$ cat config.mk
export PLATFORM = sky130hd
export DESIGN_NAME = pixel_threshold_centroid_unit
export DESIGN_NICKNAME = d
export VERILOG_FILES = /design/src/hw/rtl/ptc_pkg.sv /design/src/hw/rtl/ptc_front.sv /design/src/hw/rtl/ptc_queue.sv /design/src/hw/rtl/ptc_div.sv /design/src/hw/rtl/ptc_back.sv /design/src/hw/rtl/pixel_threshold_centroid_unit.sv
export SDC_FILE = /design/constraint.sdc
export NUM_CORES = 1
export LEC_CHECK = 0
export BUFFER_PORTS_ARGS = -buffer_cell sky130_fd_sc_hd__buf_2
export CAP_MARGIN = 5
export CORE_MARGIN = 5
export CORE_UTILIZATION = 60
export DETAILED_ROUTE_END_ITERATION = 16
export PLACE_DENSITY = 0.83
export SYNTH_ARGS = -nofsm -noshare
export SYNTH_HDL_FRONTEND = slang
export SYNTH_HIERARCHICAL = 1
export SYNTH_SLANG_ARGS = --single-unit
$ cat constraint.sdc
create_clock -name clk -period 11.2 [get_ports clk]
set_input_delay 2.24 -clock clk [delete_from_list [all_inputs] [get_ports clk]]
set_output_delay 2.24 -clock clk [all_outputs]
set_load 0.1 [all_outputs]
$ cat src/hw/rtl/ptc_pkg.sv
`timescale 1ns / 1ps

package ptc_pkg;

  // field widths
  localparam int LEVEL_W    = 8;
  localparam int THR_W      = 10;
  localparam int CFG_SIZE_W = 11;
  localparam int COUNT_W    = 21;
  localparam int CENTROID_W = 10;

  // configuration port
  localparam int APB_ADDR_W = 4;
  localparam int APB_DATA_W = 32;

  // register indexes (paddr[3:2])
  localparam logic [1:0] REG_THRESHOLD = 2'd0;
  localparam logic [1:0] REG_COLUMNS   = 2'd1;
  localparam logic [1:0] REG_ROWS      = 2'd2;

  // register reset values
  localparam logic [THR_W-1:0]      THRESH_RESET = 10'd700;
  localparam logic [CFG_SIZE_W-1:0] COLS_RESET   = 11'd640;
  localparam logic [CFG_SIZE_W-1:0] ROWS_RESET   = 11'd480;

  // bias added to the channel sum before the compare
  localparam logic [THR_W-1:0] LEVEL_BIAS = 10'd3;

  // result kinds
  localparam logic KIND_MASK     = 1'b0;
  localparam logic KIND_CENTROID = 1'b1;

  // front to back queue
  localparam int QUEUE_DEPTH = 4;
  localparam int QUEUE_PTR_W = 2;

  typedef struct packed {
    logic [LEVEL_W-1:0] blue_level;
    logic [LEVEL_W-1:0] green_level;
    logic [LEVEL_W-1:0] red_level;
  } pixel_t;

  typedef struct packed {
    logic                  result_kind;
    logic                  mask_white;
    logic                  object_found;
    logic [COUNT_W-1:0]    object_pixel_count;
    logic [CENTROID_W-1:0] centroid_column;
    logic [CENTROID_W-1:0] centroid_row;
    logic                  last_of_item;
  } result_t;

  // one classified pixel as handed from front to back
  typedef struct packed {
    logic mask_white;
    logic frame_end;
  } entry_t;

endpackage

$ cat src/hw/rtl/ptc_front.sv
`timescale 1ns / 1ps

module ptc_front
  import ptc_pkg::*;
#(
  parameter int MAX_COLUMNS = 1024,
  parameter int MAX_ROWS    = 1024,
  parameter int CNT_W       = 21,
  parameter int SUM_W       = 31
) (
  input  logic                  clk,
  input  logic                  rst_n,
  input  pixel_t                pixel,
  input  logic                  push,
  output logic                  full,
  input  logic [THR_W-1:0]      threshold,
  input  logic [CFG_SIZE_W-1:0] frame_columns,
  input  logic [CFG_SIZE_W-1:0] frame_rows,
  output logic                  q_push,
  output entry_t                q_entry,
  input  logic                  q_full,
  input  logic                  snap_release,
  output logic [CNT_W-1:0]      snap_cnt,
  output logic [SUM_W-1:0]      snap_csum,
  output logic [SUM_W-1:0]      snap_rsum
);

  localparam int COL_W = $clog2(MAX_COLUMNS);
  localparam int ROW_W = $clog2(MAX_ROWS);
  localparam int SZC_W = $clog2(MAX_COLUMNS + 1);
  localparam int SZR_W = $clog2(MAX_ROWS + 1);
  localparam int SZA_W = (SZC_W > SZR_W) ? SZC_W : SZR_W;
  localparam int SZ_W  = (SZA_W > CFG_SIZE_W) ? SZA_W : CFG_SIZE_W;

  logic [COL_W-1:0] col_r;
  logic [ROW_W-1:0] row_r;
  logic [CNT_W-1:0] cnt_r;
  logic [SUM_W-1:0] csum_r;
  logic [SUM_W-1:0] rsum_r;
  logic             snap_valid_r;
  logic [CNT_W-1:0] snap_cnt_r;
  logic [SUM_W-1:0] snap_csum_r;
  logic [SUM_W-1:0] snap_rsum_r;

  logic [CNT_W-1:0] cnt_nxt;
  logic [SUM_W-1:0] csum_nxt;
  logic [SUM_W-1:0] rsum_nxt;
  logic [SZ_W-1:0]  col_cfg;
  logic [SZ_W-1:0]  row_cfg;
  logic [SZ_W-1:0]  cols;
  logic [SZ_W-1:0]  rows;
  logic [SZ_W-1:0]  col_inc;
  logic [SZ_W-1:0]  row_inc;
  logic [THR_W-1:0] level;
  logic             white;
  logic             row_wrap;
  logic             frame_end;
  logic             accept;

  // brightness classification
  assign level = THR_W'(pixel.blue_level) + THR_W'(pixel.green_level)
               + THR_W'(pixel.red_level) + LEVEL_BIAS;
  assign white = (level >= threshold);

  // frame size with zero and oversize clamped
  assign col_cfg = SZ_W'(frame_columns);
  assign row_cfg = SZ_W'(frame_rows);

  always_comb begin
    priority if (col_cfg == '0) begin
      cols = SZ_W'(1);
    end else if (col_cfg > SZ_W'(MAX_COLUMNS)) begin
      cols = SZ_W'(MAX_COLUMNS);
    end else begin
      cols = col_cfg;
    end
    priority if (row_cfg == '0) begin
      rows = SZ_W'(1);
    end else if (row_cfg > SZ_W'(MAX_ROWS)) begin
      rows = SZ_W'(MAX_ROWS);
    end else begin
      rows = row_cfg;
    end
  end

  // position in the frame
  assign col_inc   = SZ_W'(col_r) + SZ_W'(1);
  assign row_inc   = SZ_W'(row_r) + SZ_W'(1);
  assign row_wrap  = (row_inc >= rows);
  assign frame_end = row_wrap && (col_inc >= cols);

  // accumulators including the current pixel
  assign cnt_nxt  = white ? cnt_r + CNT_W'(1) : cnt_r;
  assign csum_nxt = white ? csum_r + SUM_W'(col_r) : csum_r;
  assign rsum_nxt = white ? rsum_r + SUM_W'(row_r) : rsum_r;

  // a frame end waits while the previous frame totals are still in use
  assign full    = q_full || (snap_valid_r && frame_end);
  assign accept  = push && !full;
  assign q_push  = accept;
  assign q_entry = '{mask_white: white, frame_end: frame_end};

  // counters and accumulators
  always_ff @(posedge clk) begin
    if (!rst_n) begin
      col_r        <= '0;
      row_r        <= '0;
      cnt_r        <= '0;
      csum_r       <= '0;
      rsum_r       <= '0;
      snap_valid_r <= 1'b0;
    end else begin
      if (snap_release) begin
        snap_valid_r <= 1'b0;
      end
      if (accept) begin
        if (frame_end) begin
          col_r        <= '0;
          row_r        <= '0;
          cnt_r        <= '0;
          csum_r       <= '0;
          rsum_r       <= '0;
          snap_valid_r <= 1'b1;
        end else begin
          cnt_r  <= cnt_nxt;
          csum_r <= csum_nxt;
          rsum_r <= rsum_nxt;
          if (row_wrap) begin
            row_r <= '0;
            col_r <= col_inc[COL_W-1:0];
          end else begin
            row_r <= row_inc[ROW_W-1:0];
          end
        end
      end
    end
  end

  // frame totals held for the back end
  always_ff @(posedge clk) begin
    if (accept && frame_end) begin
      snap_cnt_r  <= cnt_nxt;
      snap_csum_r <= csum_nxt;
      snap_rsum_r <= rsum_nxt;
    end
  end

  assign snap_cnt  = snap_cnt_r;
  assign snap_csum = snap_csum_r;
  assign snap_rsum = snap_rsum_r;

endmodule

$ cat src/hw/rtl/ptc_queue.sv
`timescale 1ns / 1ps

module ptc_queue
  import ptc_pkg::*;
(
  input  logic   clk,
  input  logic   rst_n,
  input  logic   push,
  input  entry_t push_entry,
  output logic   full,
  input  logic   pop,
  output entry_t pop_entry,
  output logic   empty
);

  entry_t                 mem_r [QUEUE_DEPTH];
  logic [QUEUE_PTR_W-1:0] wr_ptr_r;
  logic [QUEUE_PTR_W-1:0] rd_ptr_r;
  logic [QUEUE_PTR_W:0]   fill_r;
  logic                   do_push;
  logic                   do_pop;

  assign full      = (fill_r == (QUEUE_PTR_W + 1)'(QUEUE_DEPTH));
  assign empty     = (fill_r == '0);
  assign do_push   = push && !full;
  assign do_pop    = pop && !empty;
  assign pop_entry = mem_r[rd_ptr_r];

  // pointers and fill level
  always_ff @(posedge clk) begin
    if (!rst_n) begin
      wr_ptr_r <= '0;
      rd_ptr_r <= '0;
      fill_r   <= '0;
    end else begin
      if (do_push) begin
        wr_ptr_r <= wr_ptr_r + QUEUE_PTR_W'(1);
      end
      if (do_pop) begin
        rd_ptr_r <= rd_ptr_r + QUEUE_PTR_W'(1);
      end
      if (do_push && !do_pop) begin
        fill_r <= fill_r + (QUEUE_PTR_W + 1)'(1);
      end else if (do_pop && !do_push) begin
        fill_r <= fill_r - (QUEUE_PTR_W + 1)'(1);
      end
    end
  end

  // entry storage
  always_ff @(posedge clk) begin
    if (do_push) begin
      mem_r[wr_ptr_r] <= push_entry;
    end
  end

endmodule

$ cat src/hw/rtl/ptc_div.sv
`timescale 1ns / 1ps

module ptc_div #(
  parameter int DVS_W = 21,
  parameter int QUO_W = 10
) (
  input  logic                   clk,
  input  logic                   rst_n,
  input  logic                   start,
  input  logic [DVS_W+QUO_W-1:0] dividend,
  input  logic [DVS_W-1:0]       divisor,
  output logic                   busy,
  output logic [QUO_W-1:0]       quotient
);

  localparam int W      = DVS_W + QUO_W;
  localparam int STEP_W = $clog2(QUO_W + 1);

  logic [W-1:0]      rem_r;
  logic [W-1:0]      dvs_r;
  logic [QUO_W-1:0]  quo_r;
  logic [STEP_W-1:0] step_r;
  logic              take;

  // restoring division, one quotient bit per cycle from the top
  assign take     = (rem_r >= dvs_r);
  assign busy     = (step_r != '0);
  assign quotient = quo_r;

  // step counter
  always_ff @(posedge clk) begin
    if (!rst_n) begin
      step_r <= '0;
    end else if (start) begin
      step_r <= STEP_W'(QUO_W);
    end else if (busy) begin
      step_r <= step_r - STEP_W'(1);
    end
  end

  // remainder, shifted divisor and quotient
  always_ff @(posedge clk) begin
    if (start) begin
      rem_r <= dividend;
      dvs_r <= W'(divisor) << (QUO_W - 1);
      quo_r <= '0;
    end else if (busy) begin
      if (take) begin
        rem_r <= rem_r - dvs_r;
      end
      dvs_r <= dvs_r >> 1;
      quo_r <= QUO_W'({quo_r, take});
    end
  end

endmodule

$ cat src/hw/rtl/ptc_back.sv
`timescale 1ns / 1ps

module ptc_back
  import ptc_pkg::*;
#(
  parameter int CNT_W = 21,
  parameter int IDX_W = 10
) (
  input  logic                   clk,
  input  logic                   rst_n,
  input  entry_t                 q_entry,
  input  logic                   q_empty,
  output logic                   q_pop,
  input  logic [CNT_W-1:0]       snap_cnt,
  input  logic [CNT_W+IDX_W-1:0] snap_csum,
  input  logic [CNT_W+IDX_W-1:0] snap_rsum,
  output logic                   snap_release,
  output result_t                out_result,
  output logic                   out_empty,
  input  logic                   out_pop
);

  localparam int SUM_W = CNT_W + IDX_W;

  typedef enum logic [2:0] {
    S_IDLE,
    S_COL_GO,
    S_COL_WAIT,
    S_ROW_GO,
    S_ROW_WAIT,
    S_EMIT
  } state_t;

  state_t           state_r;
  logic             out_valid_r;
  result_t          out_result_r;
  logic [IDX_W-1:0] ccol_r;

  logic             slot_free;
  logic             load_out;
  logic             div_start;
  logic             div_busy;
  logic [SUM_W-1:0] div_dividend;
  logic [IDX_W-1:0] div_quo;
  logic             found;
  result_t          mask_res;
  result_t          end_res;

  // shared divider for the column and row means
  ptc_div #(
    .DVS_W (CNT_W),
    .QUO_W (IDX_W)
  ) u_div (
    .clk      (clk),
    .rst_n    (rst_n),
    .start    (div_start),
    .dividend (div_dividend),
    .divisor  (snap_cnt),
    .busy     (div_busy),
    .quotient (div_quo)
  );

  // control decode
  assign slot_free    = !out_valid_r || out_pop;
  assign q_pop        = (state_r == S_IDLE) && !q_empty && slot_free;
  assign div_start    = (state_r == S_COL_GO) || (state_r == S_ROW_GO);
  assign div_dividend = (state_r == S_COL_GO) ? snap_csum : snap_rsum;
  assign snap_release = (state_r == S_EMIT) && slot_free;

  // output register loads on a queue pop or the centroid emit
  assign load_out = q_pop || snap_release;

  // result words
  assign found = (snap_cnt != '0);

  always_comb begin
    mask_res                    = '0;
    mask_res.result_kind        = KIND_MASK;
    mask_res.mask_white         = q_entry.mask_white;
    mask_res.last_of_item       = !q_entry.frame_end;

    end_res                     = '0;
    end_res.result_kind         = KIND_CENTROID;
    end_res.object_found        = found;
    end_res.object_pixel_count  = COUNT_W'(snap_cnt);
    end_res.centroid_column     = found ? CENTROID_W'(ccol_r) : '0;
    end_res.centroid_row        = found ? CENTROID_W'(div_quo) : '0;
    end_res.last_of_item        = 1'b1;
  end

  // sequencer and output register
  always_ff @(posedge clk) begin
    if (!rst_n) begin
      state_r     <= S_IDLE;
      out_valid_r <= 1'b0;
    end else begin
      if (load_out) begin
        out_valid_r <= 1'b1;
      end else if (out_pop) begin
        out_valid_r <= 1'b0;
      end
      unique case (state_r)
        S_IDLE: begin
          if (q_pop) begin
            out_result_r <= mask_res;
            if (q_entry.frame_end) begin
              state_r <= S_COL_GO;
            end
          end
        end
        S_COL_GO: begin
          state_r <= S_COL_WAIT;
        end
        S_COL_WAIT: begin
          if (!div_busy) begin
            ccol_r  <= div_quo;
            state_r <= S_ROW_GO;
          end
        end
        S_ROW_GO: begin
          state_r <= S_ROW_WAIT;
        end
        S_ROW_WAIT: begin
          if (!div_busy) begin
            state_r <= S_EMIT;
          end
        end
        S_EMIT: begin
          if (slot_free) begin
            out_result_r <= end_res;
            state_r      <= S_IDLE;
          end
        end
        default: begin
          state_r <= S_IDLE;
        end
      endcase
    end
  end

  assign out_result = out_result_r;
  assign out_empty  = !out_valid_r;

endmodule

$ cat src/hw/rtl/pixel_threshold_centroid_unit.sv
`timescale 1ns / 1ps

// binary threshold and blob centroid over a column-major frame of bgr pixels
// input queue port: an in_pixel request is taken when in_push is high and in_full low
// result queue port: out_result holds the oldest result while out_empty is low,
//   out_pop takes it; each pixel gives one mask result, the last pixel of a
//   frame also gives a centroid result with count and mean column and row
// registers on the apb port: threshold at 0x0, columns at 0x4, rows at 0x8
// a mask result is registered in the queue, then in the output register, after its pixel is taken
// throughput: one pixel per cycle while results are popped; while the back end
//   computes the centroid after the last pixel of a frame it pops nothing,
//   the four-entry queue fills and in_full holds the input
// the centroid result follows its mask result through the col go, col wait,
//   row go, row wait and emit states of the back end; one divider
//   unit computes column then row mean, one quotient bit per cycle
// the last pixel of the next frame waits until the previous centroid is out
// when the receiver stalls, results back up through the output register and
//   queue, then in_full rises; nothing is dropped
// reset clears counters, sums, queue and registers (threshold 700, 640 x 480)

module pixel_threshold_centroid_unit
  import ptc_pkg::*;
#(
  parameter int MAX_COLUMNS = 1024,
  parameter int MAX_ROWS    = 1024
) (
  input  logic                  clk,
  input  logic                  rst_n,
  input  pixel_t                in_pixel,
  input  logic                  in_push,
  output logic                  in_full,
  output result_t               out_result,
  output logic                  out_empty,
  input  logic                  out_pop,
  input  logic                  cfg_psel,
  input  logic                  cfg_penable,
  input  logic                  cfg_pwrite,
  input  logic [APB_ADDR_W-1:0] cfg_paddr,
  input  logic [APB_DATA_W-1:0] cfg_pwdata,
  output logic [APB_DATA_W-1:0] cfg_prdata,
  output logic                  cfg_pready
);

  localparam int COL_W = $clog2(MAX_COLUMNS);
  localparam int ROW_W = $clog2(MAX_ROWS);
  localparam int IDX_W = (COL_W > ROW_W) ? COL_W : ROW_W;
  localparam int CNT_W = $clog2(MAX_COLUMNS * MAX_ROWS + 1);
  localparam int SUM_W = CNT_W + IDX_W;

  logic [THR_W-1:0]      thr_r;
  logic [CFG_SIZE_W-1:0] cols_r;
  logic [CFG_SIZE_W-1:0] rows_r;

  logic                  cfg_wr;
  logic [1:0]            cfg_index;
  logic                  q_push;
  logic                  q_full;
  logic                  q_pop;
  logic                  q_empty;
  entry_t                q_in;
  entry_t                q_out;
  logic                  snap_release;
  logic [CNT_W-1:0]      snap_cnt;
  logic [SUM_W-1:0]      snap_csum;
  logic [SUM_W-1:0]      snap_rsum;

  // configuration registers
  assign cfg_pready = 1'b1;
  assign cfg_wr     = cfg_psel && cfg_penable && cfg_pwrite && cfg_pready;
  assign cfg_index  = cfg_paddr[3:2];

  always_ff @(posedge clk) begin
    if (!rst_n) begin
      thr_r  <= THRESH_RESET;
      cols_r <= COLS_RESET;
      rows_r <= ROWS_RESET;
    end else if (cfg_wr) begin
      unique case (cfg_index)
        REG_THRESHOLD: thr_r  <= cfg_pwdata[THR_W-1:0];
        REG_COLUMNS:   cols_r <= cfg_pwdata[CFG_SIZE_W-1:0];
        REG_ROWS:      rows_r <= cfg_pwdata[CFG_SIZE_W-1:0];
        default: begin
        end
      endcase
    end
  end

  // register read back
  always_comb begin
    unique case (cfg_index)
      REG_THRESHOLD: cfg_prdata = APB_DATA_W'(thr_r);
      REG_COLUMNS:   cfg_prdata = APB_DATA_W'(cols_r);
      REG_ROWS:      cfg_prdata = APB_DATA_W'(rows_r);
      default:       cfg_prdata = '0;
    endcase
  end

  // classifier and frame accumulators
  ptc_front #(
    .MAX_COLUMNS (MAX_COLUMNS),
    .MAX_ROWS    (MAX_ROWS),
    .CNT_W       (CNT_W),
    .SUM_W       (SUM_W)
  ) u_front (
    .clk           (clk),
    .rst_n         (rst_n),
    .pixel         (in_pixel),
    .push          (in_push),
    .full          (in_full),
    .threshold     (thr_r),
    .frame_columns (cols_r),
    .frame_rows    (rows_r),
    .q_push        (q_push),
    .q_entry       (q_in),
    .q_full        (q_full),
    .snap_release  (snap_release),
    .snap_cnt      (snap_cnt),
    .snap_csum     (snap_csum),
    .snap_rsum     (snap_rsum)
  );

  // decoupling queue
  ptc_queue u_queue (
    .clk        (clk),
    .rst_n      (rst_n),
    .push       (q_push),
    .push_entry (q_in),
    .full       (q_full),
    .pop        (q_pop),
    .pop_entry  (q_out),
    .empty      (q_empty)
  );

  // result generation and centroid division
  ptc_back #(
    .CNT_W (CNT_W),
    .IDX_W (IDX_W)
  ) u_back (
    .clk          (clk),
    .rst_n        (rst_n),
    .q_entry      (q_out),
    .q_empty      (q_empty),
    .q_pop        (q_pop),
    .snap_cnt     (snap_cnt),
    .snap_csum    (snap_csum),
    .snap_rsum    (snap_rsum),
    .snap_release (snap_release),
    .out_result   (out_result),
    .out_empty    (out_empty),
    .out_pop      (out_pop)
  );

endmodule
=== Word-level counts from Yosys, hierarchy flattened ===
Memory sizes are Yosys's and may differ from the RTL's. A register that Yosys moved wholly into a read port is not among the register bits.
Index checks and enable logic that the tools add are counted.

* Flip-flop bits (word level): 360
* Bits in latches: 0
* RAM bits: 8
* Memory bits (read-only): 0
* Input bits: 67
* Logic and storage cells: 158
* Memories: 1

{| class="wikitable"
|+ Memories
! name !! words !! bits a word !! read ports !! clocked after memory_dff !! wr ports !! line !! RTL
|-
| u_queue.mem_r || 4 || 2 || 1 || 1 || 1 || ptc_queue.sv:16 || <nowiki>entry_t mem_r [QUEUE_DEPTH];</nowiki>
|}

* $add $sub $neg: 14
* Multipliers: 0
* Div/mod/pow operators: 0
* Order comparisons: 6
* Equality and inequality tests: 13
* Shift operators: 0
* Multiplexer cells: 45
* Bitwise gates (word level): 2
* Reduce and logical (&&, ||, !) cells: 46

{| class="wikitable"
|+ Operators by type and width
! cell !! number
|-
| 2-to-1 mux 31 bit || 8
|-
| 2-to-1 mux 45 bit || 2
|-
| one-hot mux 45 bit (2 select lines) || 1
|-
| adder 31 x 10 -> 31 bit || 2
|-
| 2-to-1 mux 10 bit || 6
|-
| 2-to-1 mux 30 bit || 2
|-
| 2-to-1 mux 11 bit || 4
|-
| 2-to-1 mux 21 bit || 2
|-
| one-hot mux 11 bit (3 select lines) || 1
|-
| >= comparator 31 x 30 -> 1 bit || 1
|-
| subtractor 31 x 30 -> 31 bit || 1
|-
| adder 10 x 1 -> 11 bit, second input constant || 2
|-
| >= comparator 11 bit || 2
|-
| greater-than comparator 11 bit, second input constant || 2
|-
| logical NOT 11 bit || 2
|-
| adder 21 x 1 -> 21 bit, second input constant || 1
|-
| 2-to-1 mux 3 bit || 7
|-
| nonzero test 21 bit || 1
|-
| one-hot mux 3 bit (6 select lines) || 1
|-
| logical AND 1 bit || 13
|-
| nonzero test 2 bit || 6
|-
| adder 10 x 2 -> 10 bit, second input constant || 1
|-
| adder 10 x 8 -> 10 bit || 1
|-
| >= comparator 10 bit || 1
|-
| 26 further kinds || 56
|}

=== Depth between registers and ports, before layout ===
* Word-level depth: 14
* Depth in mapped cells: 26
* Mapped depth without buffers: 23

=== Hierarchy ===
The synthesis kept the hierarchy.

{| class="wikitable"
|+ Modules (own cells, without submodules)
! module !! times used !! cells an instance !! area an instance (um^2)
|-
| ptc_front || 1 || 1213 || 10989.3
|-
| ptc_div || 1 || 554 || 4875.9
|-
| ptc_back || 1 || 202 || 2767.7
|-
| pixel_threshold_centroid_unit || 1 || 194 || 1679.1
|-
| ptc_queue || 1 || 58 || 774.5
|}

=== Worst setup path after synthesis ===
OpenSTA, ideal clock, no wires.

* Path kind: input to register
* From: input in_push
* To: register u_front.snap_cnt_r[0], in the netlist u_front/snap_cnt[0] (enable)
* Data arrival time: 8233 ps
* Slack: 2338 ps
* Cell stages on the path: 3
* Path buffers: 0
* Path through: nor2b_1 nand3_1 nor3_1

* Word-level cells in the longest chain between the ends: 2

{| class="wikitable"
|+ Ends and longest elaborated chain
! item !! line !! RTL
|-
| start, declared || pixel_threshold_centroid_unit.sv:30 || <nowiki>input logic in_push,</nowiki>
|-
| logical AND 1 bit || ptc_front.sv:99 || <nowiki>assign accept = push && !full;</nowiki>
|-
| logical AND 1 bit || ptc_front.sv:141 || <nowiki>if (accept && frame_end) begin</nowiki>
|-
| end signal, assigned || ptc_front.sv:142 || <nowiki>snap_cnt_r <= cnt_nxt;</nowiki>
|-
| end, declared || ptc_front.sv:41 || <nowiki>logic [CNT_W-1:0] snap_cnt_r;</nowiki>
|}

Every way passes these cells.
A chain may end at the register's enable or synchronous reset.

==> flow_summary.yaml <==
outcome:
  status: "finished, final reports clean"
clock_network:
  clockBufferDepth: 3
  clk_pin_slew_ps: 60
  insertion_delay_ps: 550
  ctsHtreeMaxLevel: 2
  ctsResizeCount: 0
  cts_tree: "yes"
  root_buffer: "clkbuf_16"
  cts_sinks: 370
  postCtsSetupBuffers: 0
  hold_buffers: 0
  cts_inserted_buffers: 39
synthesis:
  syn-instance-count: 2221
  ys_warn_count: 6
  synth.avg_cell_area_um2: 9.49
  synthArstFlopShare_pct: 0
  synthFlopType: "edfxtp_1"
  synth_seq_cells: 370
  synthesis.area_um2: 21100
  synth-edff-count: 198
  ys_seq_area_share_pct: 44.5
  synth_cell_types: 97
place:
  place_congestion: 0.950
  dp_hpwl_mm: 35.5
  portBuffers: 101
detailed_routing:
  via_per_inst: 6.08
  drt_first_pass_iters: 6
  drc_errors: 0
  dr_total_vias: 16800
  drtAntennaViolNets: 0
  wirelength_mm: 50.1
  drt_iter0_drc: 1425
  routedWlPerCell_um: 18.2
floorplanning:
  num_io_pins: 147
  start_util_pct: 60.9
  core_um2: 34600
  dieHeight_um: 197
  die_x_um: 197
  dieArea_um2: 39000
  rows: 68
worst_setup_path:
  r2r_end: "u_queue/fill_r[2]"
  slowest_stage: "o221a_2"
  cp_data_arrival_time_ps: 7320
  r2r_start: "u_front/row_r[0]"
  worst_ep_required_time_ps: 11630
  cp-end-kind: "flip-flop"
  worstSetupPathType: "in -> reg"
  r2r_setup_slack_ps: 6050
  worst-path-buf-inv: 5
  max_stage_delay_ps: 630
  cp_top_family: "compound AO/OA/AOI/OAI gates"
  r2r_cells: 19
  cp_max_fo: 37
  start_kind: "input pin"
  crit_chain: "buf_2 -> inv_1 -> ha_1 -> fa_1 -> inv_1 -> ha_1 -> inv_1 -> fa_1 -> nor2b_1 -> o21ai_0 -> a21boi_0 -> o21ai_0 -> nand2b_1 -> a21o_1 -> a21o_1 -> ha_1 -> nand4_1 -> nor2_1 -> a21oi_2 -> and2_1 -> inv_2 -> o221a_2 -> nor2_1 -> a31o_2"
  cp-startpoint: "in_pixel[1]"
power:
  p_comb_share_pct: 44.4
  p_leak_nw: 9.14
  vdd_ir_drop_max_mv: 0.197
  p_int_w: 0.00337
  p_total_w: 0.00579
  p_sw_w: 0.00242
  power.density_nw_per_um2: 252
  swShare_pct: 41.8
  seqPwrFrac_pct: 33.3
  p_clk_share_pct: 22.3
timing:
  worst_pin_slew_ps: 1170
  period_minus_slack_ps: 6890
  clock_skew_ps: 21.8
  rsz0062_at_grt: "false"
  period_share_pct: 61.6
  setup-violations-final: 0
  finalHoldViolations: 0
  finalSetupTns_ps: 0
  whs_ps: 465
  slew_viol_final: 0
  maxSlewHeadroom_pct: 21.9
  max_freq_mhz: 145
hold_path:
  worstHoldStart: "u_back/u_div/quotient[9]"
  holdPathStages: 0
  min_to: "u_back/ccol_r[9]"
  hold_path.class: "reg -> reg"
grt:
  grt_pass1_wl_mm: 78.8
  grt.total_usage_pct: 24.5
  grt_max_degree: 83
  antenna_found_initial: 0
  grt_remaining_overflow: 0
  first_global_vias: 16000
cells_and_area:
  final_common_cell: "nand2_1"
  area_delta_synth_final_pct: 8.81
  layout.nets: 2459
  drive_gt1_share_pct: 11.3
  antenna_cells: 0
  final_cell_mix: "nand2_1 (324), edfxtp_1 (198), dfxtp_1 (172), a21oi_1 (168), inv_1 (147)"
run:
  max_cap_viol_count: 0
-- synth_stat cells (all sizes together) (6+ instances only) --
library cell  instances  area [um^2]
a211oi               12          100
a21boi                6         45.0
a21o                 27          204
a21oi               172          876
a22oi                10         75.1
a2bb2oi              10         87.6
a31oi                11         68.8
and2                 41          263
and3                 22          138
and4                  9         78.8
buf                  68          498
clkbuf               53          199
dfxtp               172         3440
edfxtp              198         5950
fa                   12          240
ha                  107         1340
inv                 150          566
mux2                 38          428
mux2i                44          440
nand2               325         1220
nand2b               21          131
nand3                57          295
nand3b                6         48.8
nand4                40          250
nor2                 96          360
nor2b                18          120
nor3                 29          168
nor4                 16          100
o211ai               18          140
o21a                 13         97.6
o21ai               133          666
o21bai                8         71.3
o22ai                19          119
o31ai                32          250
o32ai                10          103
or3                  33          211
xnor2                91          797
xor2                 32          280
-- registers in the layout (all words and copies together), names as in the netlist, 30 cells and up, named ones only --
| signal | flops |
|---|---|
| u_back/out_result | 45 |
| u_back/u_div/rem_r | 31 |
| u_front/csum_r | 31 |
| u_front/rsum_r | 31 |
| u_front/snap_csum | 31 |
| u_front/snap_rsum | 31 |
| u_back/u_div/dvs_r | 30 |
-- cell families (layout without fill, tap and decap cells) --
logic type | count (synthesis) | after routing | synth area share, %
AND/OR/NAND/NOR | 728 | 728 | 16.7
other | 2 | 22 | 0.0356
flip-flops | 370 | 370 | 44.5
XOR/XNOR | 123 | 123 | 5.11
adder cells (fa/ha/maj) | 119 | 119 | 7.49
AO/OA/AOI/OAI | 517 | 517 | 15.5
multiplexers | 84 | 84 | 4.33
buffers and inverters | 278 | 341 | 6.22
-- power by group through the flow --
| stage | Combinational [W] | Clock [W] | Sequential, W |
|---|---|---|---|
| CTS | 0.00254 | 0.00131 | 0.00193 |
| global placement | 0.00244 | 0 | 0.00194 |
| global route | 0.00276 | 0.00137 | 0.00195 |
| floorplan | 0.00172 | 0 | 0.00226 |
| detailed placement | 0.00252 | 0 | 0.00196 |
| finish | 0.00257 | 0.00129 | 0.00193 |
-- routing by layer --
| metal | GRT usage [%] | part of all wire [%] |
|---|---|---|
| met1 | 31.2 | 41 |
| met2 | 42.7 | 48 |
| met3 | 3.38 | 7.1 |
| met4 | 9.19 | 3.6 |
| met5 | 0 | 0 |
-- worst register-to-register path: stages, from the launching register on --
cell	delay (ps)
dfxtp_1	470
ha_1	260
nand3_1	200
nand2b_1	280
xnor2_1	160
ha_1	230
a21o_1	190
a21o_1	210
a2111o_1	450
o211ai_2	80
buf_4	310
o21ai_2	110
inv_2	260
nor2b_1	470
ha_1	280
inv_1	70
fa_1	380
xor2_1	190
or3_1	320
a21boi_1	150
-- layout make-up --
cell class	instances	area, um^2
clock buffers	46	1040
multi-input cells	1593	10500
well taps	455	569
flip-flops and latches	370	9390
repair buffers	116	621
inverters	153	577
clock inverters	26	238
fillers	2631	11700
-- worst max path at each step --
stage	depth (start not counted)	to	slack (ps)
after CTS	24	u_front/rsum_r[9]	4380
final	24	u_front/rsum_r[9]	4310
after global routing	24	u_front/rsum_r[9]	4020
after detailed placement	24	u_front/rsum_r[9]	3830
after floorplan	3	u_front/snap_cnt[0]	2340
after global placement	23	u_front/rsum_r[8]	3980
-- through the flow --
stage                     std cells  worst slack [ps]  utilization (%)  instance area [um^2]
after floorplan                2241              2340                -                 21200
after global placement         2687              3980             62.6                 21700
after detailed placement       2687              3830             62.6                 21700
after CTS                      2759              4380             66.3                 22900
after global routing           2759              4020             66.3                 22900
final                          2759              4310             66.3                 22900
Power figures use the tool's default switching activity.
